==> config.mk <==
export PLATFORM = sky130hd
export DESIGN_NAME = switchless_region_selector
export DESIGN_NICKNAME = d
export VERILOG_FILES = /design/src/rtl/core/srs_pkg.sv /design/src/rtl/core/srs_step.sv /design/src/rtl/core/switchless_region_selector.sv
export SDC_FILE = /design/constraint.sdc
export NUM_CORES = 1
export LEC_CHECK = 0
export BUFFER_PORTS_ARGS = -buffer_cell sky130_fd_sc_hd__buf_2
export CORE_ASPECT_RATIO = 0.5
export CORE_UTILIZATION = 60
export DETAILED_ROUTE_END_ITERATION = 10
export PLACE_DENSITY = 0.79
export SLEW_MARGIN = 20
export SYNTH_ARGS = -nofsm -noshare
export SYNTH_HDL_FRONTEND = slang
export SYNTH_SLANG_ARGS = --single-unit
==> constraint.sdc <==
create_clock -name clk -period 12.6 [get_ports clk]
set_input_delay 3.15 -clock clk [delete_from_list [all_inputs] [get_ports clk]]
set_output_delay 3.15 -clock clk [all_outputs]
set_load 0.02 [all_outputs]
==> src/rtl/core/srs_pkg.sv <==
// Shared types, constants and pin helpers for the region selector.
`default_nettype none

package srs_pkg;

    // Region codes
    localparam logic [1:0] REGION_JP = 2'd0;
    localparam logic [1:0] REGION_EU = 2'd1;
    localparam logic [1:0] REGION_US = 2'd2;
    localparam logic [1:0] LED_NONE  = 2'd3;

    // Fixed timing constants
    localparam logic [2:0] DEBOUNCE_TICKS = 3'd5;
    localparam logic [7:0] CONFIRM_LIMIT  = 8'd5;

    // Pin latch bit positions
    localparam int PB_RED     = 0;
    localparam int PB_GREEN   = 1;
    localparam int PB_BLUE    = 2;
    localparam int PB_VIDEO   = 3;
    localparam int PB_LANG    = 4;
    localparam int PB_VIDEO_N = 5;
    localparam int PB_LANG_N  = 6;
    localparam int PB_RESET_N = 7;

    localparam logic [7:0] PIN_RESET_INIT = 8'h80;

    // Configuration register indexes
    localparam logic [2:0] CFG_MCD_MODE         = 3'd0;
    localparam logic [2:0] CFG_LED_COMMON_ANODE = 3'd1;
    localparam logic [2:0] CFG_HOME_REGION      = 3'd2;
    localparam logic [2:0] CFG_CHANGE_TICKS     = 3'd3;
    localparam logic [2:0] CFG_FAST_BLINK_TICKS = 3'd4;
    localparam logic [2:0] CFG_SLOW_BLINK_TICKS = 3'd5;
    localparam logic [2:0] CFG_TURN_LIMIT       = 3'd6;
    localparam logic [2:0] CFG_RESET_TICKS      = 3'd7;

    // Configuration reset values
    localparam logic       RST_MCD_MODE         = 1'b0;
    localparam logic       RST_LED_COMMON_ANODE = 1'b1;
    localparam logic [1:0] RST_HOME_REGION      = 2'd1;
    localparam logic [9:0] RST_CHANGE_TICKS     = 10'd200;
    localparam logic [7:0] RST_FAST_BLINK_TICKS = 8'd16;
    localparam logic [7:0] RST_SLOW_BLINK_TICKS = 8'd33;
    localparam logic [7:0] RST_TURN_LIMIT       = 8'd8;
    localparam logic [7:0] RST_RESET_TICKS      = 8'd33;

    typedef struct packed {
        logic       mcd_mode;
        logic       led_common_anode;
        logic [1:0] home_region;
        logic [9:0] change_ticks;
        logic [7:0] fast_blink_ticks;
        logic [7:0] slow_blink_ticks;
        logic [7:0] turn_limit;
        logic [7:0] reset_ticks;
    } cfg_t;

    typedef struct packed {
        logic       started;
        logic [1:0] region_now;
        logic       edge_pending;
        logic       press_active;
        logic       showing;
        logic       confirming;
        logic       reset_active;
        logic       blink_phase;
        logic [7:0] turn_count;
        logic [7:0] wait_count;
        logic [2:0] debounce_count;
        logic [7:0] pin_latch;
    } state_t;

    // Selector state after reset: idle, home region code, reset pin high
    localparam state_t STATE_RESET = {1'b0, RST_HOME_REGION, 6'd0, 8'd0, 8'd0, 3'd0,
                                      PIN_RESET_INIT};

    // Drive the three LED bits for one region code, or all off
    function automatic logic [7:0] show_led(input logic [7:0] pin, input logic [1:0] code,
                                            input logic common_anode);
        logic [2:0] on;
        logic [2:0] led;
        case (code)
            REGION_JP: on = 3'b001;
            REGION_EU: on = 3'b010;
            REGION_US: on = 3'b100;
            default:   on = 3'b000;
        endcase
        led = common_anode ? ~on : on;
        return {pin[7:3], led};
    endfunction

    // Video, language and their inverse for one region
    function automatic logic [7:0] region_pins(input logic [7:0] pin,
                                               input logic [1:0] region);
        logic [3:0] bits;  // lang_n, video_n, lang, video
        case (region)
            REGION_JP: bits = 4'b1001;
            REGION_EU: bits = 4'b0110;
            default:   bits = 4'b0011;
        endcase
        return {pin[7], bits, pin[2:0]};
    endfunction

endpackage

`default_nettype wire

==> src/rtl/core/srs_step.sv <==
// Next-state logic for one poll pass of the region selector.
`default_nettype none

module srs_step
    import srs_pkg::*;
#(
    parameter int HOLD_WIDTH = 16
) (
    input  cfg_t                  cfg,
    input  state_t                st,
    input  logic [HOLD_WIDTH-1:0] hold,
    input  logic                  tick,
    input  logic                  button_edge,
    input  logic                  button_down,
    output state_t                st_next,
    output logic [HOLD_WIDTH-1:0] hold_next
);

    always_comb
    begin
        state_t                s;
        logic [HOLD_WIDTH-1:0] h;
        logic                  long_hold;

        s = st;
        h = hold;

        // First pass: form start state from current registers
        if (!s.started)
        begin
            s.region_now   = (cfg.home_region > REGION_US) ? REGION_US : cfg.home_region;
            s.pin_latch    = region_pins(PIN_RESET_INIT, s.region_now);
            s.reset_active = 1'b0;
            s.wait_count   = 8'd0;
            if (cfg.mcd_mode)
            begin
                s.pin_latch[PB_RESET_N] = 1'b0;
                s.reset_active          = 1'b1;
                s.wait_count            = cfg.reset_ticks;
            end
            s.pin_latch = show_led(s.pin_latch, s.region_now, cfg.led_common_anode);
            s.started   = 1'b1;
        end

        // Debounce: take a pending edge once the counter is idle
        if (button_edge)
            s.edge_pending = 1'b1;
        if (s.edge_pending && s.debounce_count == 3'd0)
        begin
            s.debounce_count = DEBOUNCE_TICKS;
            s.press_active   = 1'b1;
            s.edge_pending   = 1'b0;
        end

        // Timer tick
        if (tick)
        begin
            if (s.press_active && h != {HOLD_WIDTH{1'b1}})
                h = h + 1'b1;
            if (s.debounce_count != 3'd0)
                s.debounce_count = s.debounce_count - 3'd1;
            if (s.wait_count != 8'd0)
                s.wait_count = s.wait_count - 8'd1;
        end

        long_hold = h > HOLD_WIDTH'(cfg.change_ticks);

        // Press evaluation once debounce expired
        if (s.press_active && s.debounce_count == 3'd0)
        begin
            if (button_down)
            begin
                if (long_hold)
                    s.showing = 1'b1;
            end
            else
            begin
                s.press_active = 1'b0;
                if (long_hold)
                begin
                    s.turn_count = 8'd0;
                    s.showing    = 1'b0;
                    s.confirming = 1'b1;
                end
                else
                begin
                    s.reset_active = 1'b1;
                    s.wait_count   = cfg.reset_ticks;
                end
                h = '0;
            end
        end

        // Fast blink through the regions
        if (s.showing && s.wait_count == 8'd0)
        begin
            s.pin_latch = show_led(s.pin_latch, s.blink_phase ? s.region_now : LED_NONE,
                                   cfg.led_common_anode);
            if (s.turn_count > cfg.turn_limit)
            begin
                s.region_now = (s.region_now == REGION_US) ? REGION_JP : s.region_now + 2'd1;
                s.turn_count = 8'd0;
            end
            else
                s.turn_count = s.turn_count + 8'd1;
            s.blink_phase = !s.blink_phase;
            s.wait_count  = cfg.fast_blink_ticks;
        end

        // Slow confirmation blinks, then apply the region
        if (s.confirming && s.wait_count == 8'd0)
        begin
            s.pin_latch = show_led(s.pin_latch, s.blink_phase ? s.region_now : LED_NONE,
                                   cfg.led_common_anode);
            if (s.turn_count > CONFIRM_LIMIT)
            begin
                s.turn_count = 8'd0;
                s.confirming = 1'b0;
                s.pin_latch  = show_led(s.pin_latch, s.region_now, cfg.led_common_anode);
                s.pin_latch  = region_pins(s.pin_latch, s.region_now);
                if (cfg.mcd_mode)
                begin
                    s.pin_latch[PB_RESET_N] = 1'b0;
                    s.reset_active          = 1'b1;
                    s.wait_count            = cfg.reset_ticks;
                end
            end
            else
                s.turn_count = s.turn_count + 8'd1;
            s.blink_phase = !s.blink_phase;
            s.wait_count  = cfg.slow_blink_ticks;
        end

        // Console reset pulse
        if (s.reset_active)
        begin
            if (s.wait_count != 8'd0)
                s.pin_latch[PB_RESET_N] = 1'b0;
            else
            begin
                s.pin_latch[PB_RESET_N] = 1'b1;
                s.reset_active          = 1'b0;
            end
        end

        st_next   = s;
        hold_next = h;
    end

endmodule

`default_nettype wire

==> src/rtl/core/switchless_region_selector.sv <==
// Result: a result is registered and valid in the cycle after its poll request is accepted.
// Throughput: one request per cycle while the result is taken (m_tready high); the
// output register lets a new request in while a result is taken in the same cycle.
// Reset: rst_n clears control state and loads configuration defaults; the start
// state is formed from the configuration at the first accepted request.
`default_nettype none

module switchless_region_selector
    import srs_pkg::*;
#(
    parameter int HOLD_WIDTH = 16
) (
    input  wire logic        clk,
    input  wire logic        rst_n,
    // Poll request: [0] tick, [1] button_edge, [2] button_down
    input  wire logic        s_tvalid,
    output      logic        s_tready,
    input  wire logic [7:0]  s_tdata,
    // Result: [0] led_red, [1] led_green, [2] led_blue, [3] video_pin,
    // [4] language_pin, [5] video_pin_n, [6] language_pin_n, [7] reset_out_n,
    // [9:8] current_region
    output      logic        m_tvalid,
    input  wire logic        m_tready,
    output      logic [15:0] m_tdata,
    // Configuration write
    input  wire logic        cfg_valid,
    output      logic        cfg_ready,
    input  wire logic [2:0]  cfg_index,
    input  wire logic [9:0]  cfg_data
);

    cfg_t                  cfg_reg;
    state_t                state_reg;
    state_t                state_next;
    logic [HOLD_WIDTH-1:0] hold_reg;
    logic [HOLD_WIDTH-1:0] hold_next;
    logic                  out_valid_reg;
    logic [15:0]           out_data_reg;
    logic                  s_fire;

    assign cfg_ready = 1'b1;
    assign s_tready  = !out_valid_reg || m_tready;
    assign s_fire    = s_tvalid && s_tready;
    assign m_tvalid  = out_valid_reg;
    assign m_tdata   = out_data_reg;

    // Configuration registers
    always_ff @(posedge clk or negedge rst_n)
    begin
        if (!rst_n)
        begin
            cfg_reg.mcd_mode         <= RST_MCD_MODE;
            cfg_reg.led_common_anode <= RST_LED_COMMON_ANODE;
            cfg_reg.home_region      <= RST_HOME_REGION;
            cfg_reg.change_ticks     <= RST_CHANGE_TICKS;
            cfg_reg.fast_blink_ticks <= RST_FAST_BLINK_TICKS;
            cfg_reg.slow_blink_ticks <= RST_SLOW_BLINK_TICKS;
            cfg_reg.turn_limit       <= RST_TURN_LIMIT;
            cfg_reg.reset_ticks      <= RST_RESET_TICKS;
        end
        else if (cfg_valid)
        begin
            case (cfg_index)
                CFG_MCD_MODE:         cfg_reg.mcd_mode         <= cfg_data[0];
                CFG_LED_COMMON_ANODE: cfg_reg.led_common_anode <= cfg_data[0];
                CFG_HOME_REGION:      cfg_reg.home_region      <= cfg_data[1:0];
                CFG_CHANGE_TICKS:     cfg_reg.change_ticks     <= cfg_data;
                CFG_FAST_BLINK_TICKS: cfg_reg.fast_blink_ticks <= cfg_data[7:0];
                CFG_SLOW_BLINK_TICKS: cfg_reg.slow_blink_ticks <= cfg_data[7:0];
                CFG_TURN_LIMIT:       cfg_reg.turn_limit       <= cfg_data[7:0];
                CFG_RESET_TICKS:      cfg_reg.reset_ticks      <= cfg_data[7:0];
                default: ;
            endcase
        end
    end

    // One poll pass
    srs_step #(
        .HOLD_WIDTH (HOLD_WIDTH)
    ) u_step (
        .cfg         (cfg_reg),
        .st          (state_reg),
        .hold        (hold_reg),
        .tick        (s_tdata[0]),
        .button_edge (s_tdata[1]),
        .button_down (s_tdata[2]),
        .st_next     (state_next),
        .hold_next   (hold_next)
    );

    // Selector state
    always_ff @(posedge clk or negedge rst_n)
    begin
        if (!rst_n)
        begin
            state_reg <= STATE_RESET;
            hold_reg  <= '0;
        end
        else if (s_fire)
        begin
            state_reg <= state_next;
            hold_reg  <= hold_next;
        end
    end

    // Output register
    always_ff @(posedge clk or negedge rst_n)
    begin
        if (!rst_n)
            out_valid_reg <= 1'b0;
        else if (s_fire)
            out_valid_reg <= 1'b1;
        else if (m_tready)
            out_valid_reg <= 1'b0;
    end

    always_ff @(posedge clk)
    begin
        if (s_fire)
            out_data_reg <= {6'd0, state_next.region_now, state_next.pin_latch};
    end

`ifndef SYNTHESIS
    a_result_follows: assert property (@(posedge clk) disable iff (!rst_n)
        s_fire |=> m_tvalid)
        else $error("accepted request produced no result");

    a_started: assert property (@(posedge clk) disable iff (!rst_n)
        s_fire |=> state_reg.started)
        else $error("start state not formed after first request");

    a_reset_released: assert property (@(posedge clk) disable iff (!rst_n)
        !state_reg.reset_active |-> state_reg.pin_latch[PB_RESET_N])
        else $error("console reset held low with no pulse active");

    a_region_valid: assert property (@(posedge clk) disable iff (!rst_n)
        state_reg.region_now != LED_NONE)
        else $error("region code out of range");
`endif

endmodule

`default_nettype wire

======== Yosys cells after proc, flatten, opt, wreduce, memory -nomap -nowiden ========
Cells that the tools add are included.
cells by class
  equality and inequality tests ........... 17
  muxes and demuxes ....................... 65
  reduce and logical (&&, ||, !) cells .... 31
  $add $sub $neg .......................... 6
  bitwise operators ....................... 4
  $lt $le $gt $ge ......................... 4
operator list
  cell                                                 number
  2-to-1 mux 16 bit                                    6
  2-to-1 mux 8 bit                                     10
  2-to-1 mux 3 bit                                     12
  case mux 3 bit (3 select lines)                      4
  2-to-1 mux 2 bit                                     11
  2-to-1 mux 19 bit                                    1
  2-to-1 mux 17 bit                                    1
  adder 16 x 1 -> 16 bit (second input constant)       1
  adder 8 x 1 -> 8 bit (second input constant)         2
  > comparator 16 x 10 -> 1 bit                        1
  zero test 8 bit                                      2
  2-to-1 mux 1 bit                                     16
  != test 16 bit (second input constant)               1
  case mux 4 bit (2 select lines)                      2
  AND reduction 2 bit                                  8
  nonzero test 8 bit                                   2
  == test 3 bit (second input constant)                4
  inverter 3 bit                                       4
  2-to-1 mux 11 bit                                    1
  == test 2 bit (second input constant)                5
  zero test 3 bit                                      3
  == test 2 x 1 -> 1 bit (second input constant)       4
  > comparator 8 x 3 -> 1 bit (second input constant)  1
  > comparator 8 bit                                   1
  other kinds (13)                                     24
storage, ports and cells
  input bits .............................. 26
  bits in registers ....................... 109

======== Longest topological paths before layout ========
Gate-level depths: netlist (run 1).
  depth in word-level cells ............... 22
  mapped depth ............................ 33
  gate-level depth less buffers ........... 32

======== Hierarchy ========
Synthesis (run 1) repeated with hierarchy kept, for this count alone.
second synthesis, totals
  cell total of the unflattened synthesis .. 758
  area total of the unflattened synthesis .. 7659.8 um2
by module, submodules not included
  module                      cells an instance  area an instance (um2)  instances  sequential area each (um2)
  switchless_region_selector  240                4216.5                  1          2793.9
  srs_step                    518                3443.3                  1          0.0

======== Worst setup path before layout (run 1) ========
OpenSTA, ideal clock, no wires.
  kind .................................... in2reg
  start ................................... in s_tdata[1]
  end ..................................... reg out_data_reg[7], in the netlist m_tdata[7], data pin
  arrival time ............................ 8.756 ns
  setup time .............................. 0.255 ns
  stages on the path ...................... 30
  setup slack ............................. 3.589 ns
  buffers on the path ..................... 1
  required time ........................... 12.345 ns
  path through ............................ o21ba_2 a31oi_1 a2111o_1 nor2_1 and3_1 xor2_1 ha_1 a211oi_1 o21ai_0 a221oi_1 o32ai_1 a2111o_1 nand2_1 and2_1 ha_1 nor2b_1 o21a_1 o21ai_0 a21oi_1 o22a_1 nor2_1 a21o_1 inv_1 ha_1 nor2_1 o21ai_1 a41oi_2 buf_2 o21ai_0 a31o_1
RTL lines
  what                  line                               text
  start, declared       switchless_region_selector.sv:18   input wire logic [7:0] s_tdata,
  end signal, assigned  switchless_region_selector.sv:120  out_data_reg <= {6'd0, state_next.region_now, state_next.pin_latch};
  end, declared         switchless_region_selector.sv:38   logic [15:0] out_data_reg;

======== Worst setup path after layout (run 1) ========
  start ................................... in s_tdata[1]
  end ..................................... reg state_reg[6] in the netlist's numbering
between the ends
  cells in the longest elaborated chain, start to end .. 17
  elaborated cells on any way between the ends .. 39
  those cells by class .................... 2 x add/sub; 3 x order compare; 1 x eq/ne; 23 x mux; 10 x reduce/logical
ends and longest elaborated chain
  what                                                                                    line                               text
  2-to-1 mux 1 bit (*)                                                                    srs_step.sv:46                     if (button_edge)
  logical AND 1 bit (*)                                                                   srs_step.sv:48                     if (s.edge_pending && s.debounce_count == 3'd0)
  parallel branches: the longest is 14 deep, another holds > comparator 16 x 10 -> 1 bit  n/a
  2-to-1 mux 8 bit (*)                                                                    srs_step.sv:111                    if (s.confirming && s.wait_count == 8'd0)
  end signal, assigned                                                                    switchless_region_selector.sv:101  state_reg <= state_next;
  end, declared                                                                           switchless_region_selector.sv:33   state_t state_reg;
Mark *: on every way between the ends.
A chain may end at the register's enable or synchronous reset.

==> summary.md, run 1 <==
| Metric | Value |
|---|---|
| Hold path start | `state_reg[34]` |
| First-pass GRT wire length | `28900 µm` |
| Initial DRC count | `500` |
| Seq/Total Area, Yosys | `38.6%` |
| GPL Wtd Cong | `0.904` |
| H-tree Lvls | `3` |
| Max FO, Critical Path | `13` |
| Worst hold path class | `reg -> reg` |
| Global route total overflow | `0` |
| Worst setup path class | `in -> reg` |
| Worst IR Drop VDD | `85.1 µV` |
| Max-slew violation count | `0` |
| Post-CTS Setup Repair Bufs | `0` |
| Initial antenna violation count | `1` |
| Wirelength per Cell | `18.3 µm` |
| Syn Area/Cell | `9.31 µm²` |
| Netlist cell types | `88` |
| RSZ-0062 raised after global routing | `false` |
| R2R setup slack | `4.38 ns` |
| Primary FF master, synth | `dfrtp_1` |
| DR vias/cell | `6.39` |
| Arrival time worst endpoint | `10.69 ns` |
| Port bufs | `32` |
| Clk slew on worst S/H paths | `0.08 ns` |
| Antenna viol nets, final | `0` |
| Share of cells above drive strength 1 | `17.8%` |
| Io pins | `45` |
| Die Height | `79.7 µm` |
| CORE AREA | `11400 µm²` |
| Synth Instances | `778` |
| Final count of hold timing violations | `0` |
| FILL cells | `885` |
| Post-placement worst setup slack | `2.01 ns` |
| Largest net degree at the start of global routing | `61` |
| Tmin final | `10.46 ns` |
| Routed WL | `17600 µm` |
| Width of the chip | `157 µm` |
| Critical R2R Capture | `state_reg[6]` |
| DRC | `0` |
| Layout area overhead | `7.55%` |
| Routed vias | `6135` |
| Slew HR | `41.3%` |
| Gr usage total | `29.9%` |
| Final period utilization | `83.0%` |
| Clock buffer depth | `2` |
| Post-Syn Area | `7240 µm²` |
| Endpoints failing setup | `0` |
| Reg2Reg Depth | `29` |
| Number of clock sinks | `109` |
| Die Area | `12500 µm²` |
| Largest register FFs | `46` |
| Rows | `27` |
| Clk_lat worst skew | `0.35 ns` |
| Hold_buf cts | `0` |
| Post-synth EDFFs | `10` |
| #FFs+latches synth | `109` |
| Nets | `848` |
| Setup TNS | `0 ns` |
| Cell Pwr Density | `164 nW/µm²` |
| Worst setup SP type | `input port` |
| Vias in the first global route | `5888` |
| TritonRoute pass-1 iters | `5` |
| Hold_ws | `0.487 ns` |
| Cell at the root of the clock tree | `clkbuf_16` |
| Leakage | `3.33 nW` |
| Hold path cells | `2` |
| Min setup slack post-route | `2.14 ns` |
| Worst clock skew | `0.0158 ns` |
| CP Capture Type | `register` |
| Status | `finished, final reports clean` |
| Achievable frequency | `95.6 MHz` |
| Post_cts resized | `0` |
| TritonCTS clock tree | `done` |
| Slew @ Worst Pin | `0.880 ns` |
| Hold Path Sink | `state_reg[34]` |
| Starting Density | `63.8%` |
| CP Data Required Time | `12.84 ns` |
| Cts bufs inserted | `9` |
| Largest stage delay, worst path | `0.84 ns` |
| Yosys Warn Count | `0` |
| Asr flop ratio synth | `90.8%` |
| FF-to-FF Start | `state_reg[9]` |
| Max cap viols | `0` |
| Worst path slowest cell | `a2111oi_2` |
| Dpl hpwl | `12700 µm` |
worst max-delay path by stage:
stage,from,endpoint,depth (start not counted)
floorplan,s_tdata[1],m_tdata[7],30
global placement,s_tdata[1],state_reg[6],31
detailed placement,s_tdata[1],state_reg[6],31
CTS,s_tdata[1],state_reg[6],31
global route,s_tdata[1],state_reg[6],29
finish,s_tdata[1],state_reg[6],30
critical path: cells and delay by family:
kind	cells	cell delay, ns
buf+inv	3	0.37
simple gates	6	1.11
compound gates	17	5.14
fa+ha+maj	3	0.73
xor+xnor	1	0.17
placed cells by master, fill, tap and decap left out, types with 4 or more instances in the layout:
master / n
nor4_1: 8
or3_1: 9
nor2_1: 49
dfstp_2: 13
and2_1: 12
a22oi_1: 4
dfrtp_1: 86
conb_1: 7
a22o_1: 9
a21o_1: 11
a211oi_1: 6
a21oi_1: 37
or2_1: 4
nor3_1: 23
o21ai_0: 39
nor2b_1: 4
nand2b_1: 11
xor2_1: 5
mux2_2: 52
o21a_1: 4
o31ai_1: 12
ha_1: 27
xnor2_1: 25
nand3_1: 18
nand2_1: 82
o21ai_1: 10
a31oi_1: 14
clkbuf_16: 9
mux2i_1: 15
nand4_1: 15
buf_4: 6
a221oi_1: 6
buf_2: 31
inv_8: 4
inv_1: 34
and3_1: 11
edfxtp_1: 10
nand4b_1: 5
stage by stage:
step	total power [mW]	util (%)	instances	instance area (µm²)
after floorplan	0.869	-	783	7260
after global placement	0.970	65.9	943	7480
after detailed placement	0.987	65.9	943	7480
after CTS	1.27	68.5	959	7780
after global routing	1.37	68.6	959	7780
final	1.28	68.6	960	7790
synthesized netlist by cell type, drive strengths merged (4+ instances only):
| cell type | instances | area (µm²) |
|---|---|---|
| buf | 17 | 106 |
| a211oi | 6 | 45.0 |
| a2111oi | 5 | 56.3 |
| inv | 35 | 131 |
| nand2 | 83 | 314 |
| mux2 | 52 | 586 |
| a21oi | 37 | 185 |
| nand2b | 11 | 68.8 |
| a31oi | 14 | 87.6 |
| or3 | 9 | 56.3 |
| and2 | 12 | 75.1 |
| nand3 | 19 | 100 |
| dfstp | 13 | 342 |
| nand4b | 5 | 43.8 |
| nor3 | 24 | 120 |
| nand4 | 16 | 106 |
| dfrtp | 86 | 2150 |
| nor2b | 4 | 25.0 |
| nor2 | 49 | 184 |
| a22o | 9 | 78.8 |
| ha | 27 | 338 |
| a221oi | 6 | 52.6 |
| a22oi | 4 | 30.0 |
| mux2i | 15 | 150 |
| nor4 | 9 | 71.3 |
| or2 | 6 | 37.5 |
| xnor2 | 26 | 235 |
| a21o | 11 | 82.6 |
| o21a | 5 | 38.8 |
| clkbuf | 19 | 71.3 |
| and3 | 11 | 68.8 |
| edfxtp | 10 | 300 |
| o21ai | 50 | 254 |
| o31ai | 13 | 103 |
| xor2 | 5 | 43.8 |
power by group:
group	internal [mW]	switching, mW	total [mW]
logic	0.200	0.281	0.481
registers	0.436	0.0777	0.513
clock network	0.141	0.141	0.282
total	0.776	0.500	1.28
layer usage:
metal	vias to the layer above	wire (µm)	GRT usage [%]
li1	2892	-	-
met1	2966	8330	40.7
met2	249	7830	47.8
met3	28	1240	6.73
met4	0	225	8.54
met5	-	0	0
final cells by class:
class / instances / area [µm²] / share of cell area (%)
well taps: 159 / 199 / 2.55
clock inverters: 7 / 73.8 / 0.948
multi-input cells: 603 / 4160 / 53.4
inverters: 35 / 131 / 1.69
diodes: 1 / 2.50 / 0.0321
repair buffers: 37 / 200 / 2.57
flip-flops and latches: 109 / 2790 / 35.9
clock buffers: 9 / 225 / 2.89
logic make-up after synthesis:
family | count (synthesis) | share of synthesized area, %
AO/OA/AOI/OAI | 197 | 18.7
XOR/XNOR | 31 | 3.85
adder cells (fa/ha/maj) | 27 | 4.67
buffers and inverters | 71 | 4.27
flip-flops | 109 | 38.6
multiplexers | 67 | 10.2
other | 2 | 0.104
AND/OR/NAND/NOR | 274 | 19.7
(Power assumes the default switching activity.)
==> run 2: changes to the inputs <==
- ABC_AREA: default -> 1
- clock period: 12.6 -> 9.9 ns (I/O delays scaled with it)
==> summary.md, run 2 <==
| Metric | Value |
|---|---|
| Status | `finished, final reports clean (unchanged)` |
| Critical R2R Capture | `m_tdata[5] (was state_reg[6])` |
| Most frequent cell after synthesis | `nand2_1 (was dfrtp_1)` |
| Asr flop ratio synth | `90.8% (unchanged)` |
| Most frequent cells in the layout | `nand2_1, inv_1, dfrtp_1 (was dfrtp_1, nand2_1, mux2_2)` |
| Worst IR Drop VDD | `107 µV (was 85.1 µV)` |
| Post-Layout Cell Count | `1145 (was 960)` |
| Synth top area share | `30.4% (was 29.7%)` |
| Clk_lat worst skew | `0.36 ns (was 0.35 ns)` |
| Crit path to | `m_tdata[5] (was state_reg[6])` |
| Width of the chip | `156 µm (was 157 µm)` |
| Wirelength per Cell | `14.0 µm (was 18.3 µm)` |
| Final period utilization | `82.8%` |
| H-tree Lvls | `3 (unchanged)` |
| Reg2Reg Depth | `43 (was 29)` |
| Hold_buf cts | `0 (unchanged)` |
| Worst clock skew | `0.00860 ns (was 0.0158 ns)` |
| Tmin final | `8.20 ns` |
| Initial DRC count | `422 (was 500)` |
| Worst setup path class | `in -> reg (unchanged)` |
| Largest stage delay, worst path | `0.44 ns (was 0.84 ns)` |
| Dpl hpwl | `11600 µm (was 12700 µm)` |
| Post-CTS Setup Repair Bufs | `0 (unchanged)` |
| DRC | `0 (unchanged)` |
| Rows | `27 (unchanged)` |
| Post-DP Area | `7310 µm² (was 7480 µm²)` |
| Cell accounting for the most synthesized area | `dfrtp_1 (unchanged)` |
| Seq/Total Area, Yosys | `39.5% (was 38.6%)` |
| Antenna viol nets, final | `0 (unchanged)` |
| Die Area | `12300 µm² (was 12500 µm²)` |
| Achievable frequency | `122 MHz` |
| Yosys Warn Count | `0 (unchanged)` |
| Top cells by count, synth | `nand2_1, inv_1, dfrtp_1, o21ai_0, nand3_1 (was dfrtp_1, nand2_1, mux2_2, nor2_1, o21ai_0)` |
| Slew @ Worst Pin | `0.739 ns (was 0.880 ns)` |
| TritonCTS clock tree | `done (unchanged)` |
| Post-synth EDFFs | `10 (unchanged)` |
| Worst path slowest cell | `nand3_1 (was a2111oi_2)` |
| Routed vias | `6191 (was 6135)` |
| Cts bufs inserted | `9 (unchanged)` |
| R2R setup slack | `3.40 ns (was 4.38 ns)` |
| CP Capture Type | `register (unchanged)` |
| Max FO, Critical Path | `11 (was 13)` |
| Die Height | `78.8 µm (was 79.7 µm)` |
| Port bufs | `32 (unchanged)` |
| First-pass GRT wire length | `26800 µm (was 28900 µm)` |
| TritonRoute pass-1 iters | `6 (was 5)` |
| FF-to-FF Start | `hold_reg[0] (was state_reg[9])` |
| Min setup slack post-route | `1.70 ns (was 2.14 ns)` |
| Post_cts resized | `0 (unchanged)` |
| Starting Density | `62.9% (was 63.8%)` |
| Leakage | `3.98 nW (was 3.33 nW)` |
| FF+latch area | `2790 µm² (unchanged)` |
| Commonest non-fill, non-tap cell in the layout | `nand2_1 (was dfrtp_1)` |
| Primary FF master, synth | `dfrtp_1 (unchanged)` |
| Vias in the first global route | `5658 (was 5888)` |
| Layout area overhead | `7.38% (was 7.55%)` |
| Final count of hold timing violations | `0 (unchanged)` |
| #FFs+latches synth | `109 (unchanged)` |
| Max cap viols | `0 (unchanged)` |
| Hold path cells | `2 (unchanged)` |
| CP top delay family | `simple AND/OR/NAND/NOR gates (was compound AO/OA/AOI/OAI gates)` |
| Max-slew violation count | `0 (unchanged)` |
| DR vias/cell | `5.41 (was 6.39)` |
| Initial antenna violation count | `0 (was 1)` |
| Worst setup SP type | `input port (unchanged)` |
| Post-placement worst setup slack | `1.46 ns (was 2.01 ns)` |
| GPL Wtd Cong | `0.910 (was 0.904)` |
| Footprint of the multi-input gates | `3580 µm² (was 4160 µm²)` |
| Largest register FFs | `46 (unchanged)` |
| CORE AREA | `11200 µm² (was 11400 µm²)` |
| Nets | `1034 (was 848)` |
| FILL cells | `938 (was 885)` |
| Clk slew on worst S/H paths | `0.08 ns (about the same)` |
| CP Launch Point | `s_tdata[1] (unchanged)` |
| RSZ-0062 raised after global routing | `false (unchanged)` |
| Routed WL | `16000 µm (was 17600 µm)` |
| Largest net degree at the start of global routing | `55 (was 61)` |
| ANT cells | `0 (was 1)` |
| Io pins | `45 (unchanged)` |
| Cell Pwr Density | `253 nW/µm² (was 164 nW/µm²)` |
| Netlist cell types | `51 (was 88)` |
| Most used cell along the critical path | `nand2_1` |
| Syn Area/Cell | `7.35 µm² (was 9.31 µm²)` |
| Crit. path cell count | `44 (was 30)` |
| Clock buffer depth | `2 (unchanged)` |
| Number of clock sinks | `109 (unchanged)` |
| Share of cells above drive strength 1 | `11.5% (was 17.8%)` |
| Synth area leaders | `dfrtp_1, nand2_1, inv_1 (was dfrtp_1, mux2_2, dfstp_2)` |
| Worst hold path class | `reg -> reg (unchanged)` |
| Placed Cells | `1129 (was 943)` |
| Endpoints failing setup | `0 (unchanged)` |
| Post-route cell area | `7600 µm² (was 7790 µm²)` |
| Cell at the root of the clock tree | `clkbuf_16 (unchanged)` |
| Gr usage total | `27.8% (was 29.9%)` |
| Global route total overflow | `0 (unchanged)` |
| Setup TNS | `0 ns (unchanged)` |
| Post-Syn Area | `7070 µm² (was 7240 µm²)` |
| CP Data Required Time | `10.02 ns (was 12.84 ns)` |
| Arrival time worst endpoint | `8.32 ns (was 10.69 ns)` |
| Hold_ws | `0.471 ns (was 0.487 ns)` |
| Slew HR | `50.6% (was 41.3%)` |
| Worst path bufs/invs | `7 (was 3)` |
| Synth Instances | `962 (was 778)` |
## run 2: cells by family after synthesis
family | count (synthesis) | synth area share [%]
and+or+nand+nor | 469 | 30.0
buffers and inverters | 178 | 10.2
AOI/OAI and AO/OA | 153 | 12.5
DFF | 109 | 39.5
adders and majority gates | 27 | 4.78
xor gates and xnor gates | 24 | 2.97
other | 2 | 0.106
## run 2: layout make-up
| type | instances | area share, % |
|---|---|---|
| multi-input cells | 680 | 47.1 |
| well taps | 159 | 2.62 |
| inverters | 144 | 7.12 |
| repair buffers | 37 | 2.64 |
| clock inverters | 6 | 0.758 |
| flip-flops and latches | 109 | 36.8 |
| clock buffers | 10 | 3.01 |
## run 2: layer usage
layer | wire length, µm | track usage, % | share of wire (%) | vias up
li1 | - | - | - | 3108
met1 | 7600 | 38.0 | 47 | 2903
met2 | 7420 | 45.9 | 46 | 149
met3 | 760 | 5.02 | 4.7 | 31
met4 | 263 | 7.55 | 1.6 | 0
met5 | 0 | 0 | 0 | -
## run 2: how the worst min path moves through the flow
stage / from / slack [ns] / to
detailed placement: state_reg[7] / 0.46 / state_reg[7]
floorplan: cfg_reg[17] / 0.44 / cfg_reg[17]
CTS: state_reg[7] / 0.47 / state_reg[7]
global route: state_reg[7] / 0.50 / state_reg[7]
global placement: state_reg[7] / 0.46 / state_reg[7]
finish: state_reg[7] / 0.47 / state_reg[7]
## run 2: metrics by stage
step           util [%]  power (mW)
2_1_floorplan         -        1.36
3_3_place_gp       65.0        1.52
3_5_place_dp       65.0        1.55
4_1_cts            67.5        1.92
5_1_grt            67.5        2.08
6_report           67.5        1.92
## run 2: where the power goes
part           internal, mW  switching [mW]
logic                 0.310           0.600
registers             0.576          0.0816
clock network         0.177           0.179
## run 2: worst min-delay path, cell delays in order, from the launching register on
cell and delay [ns]:
dfstp_2 0.38, nand2_1 0.05, nand2_1 0.05
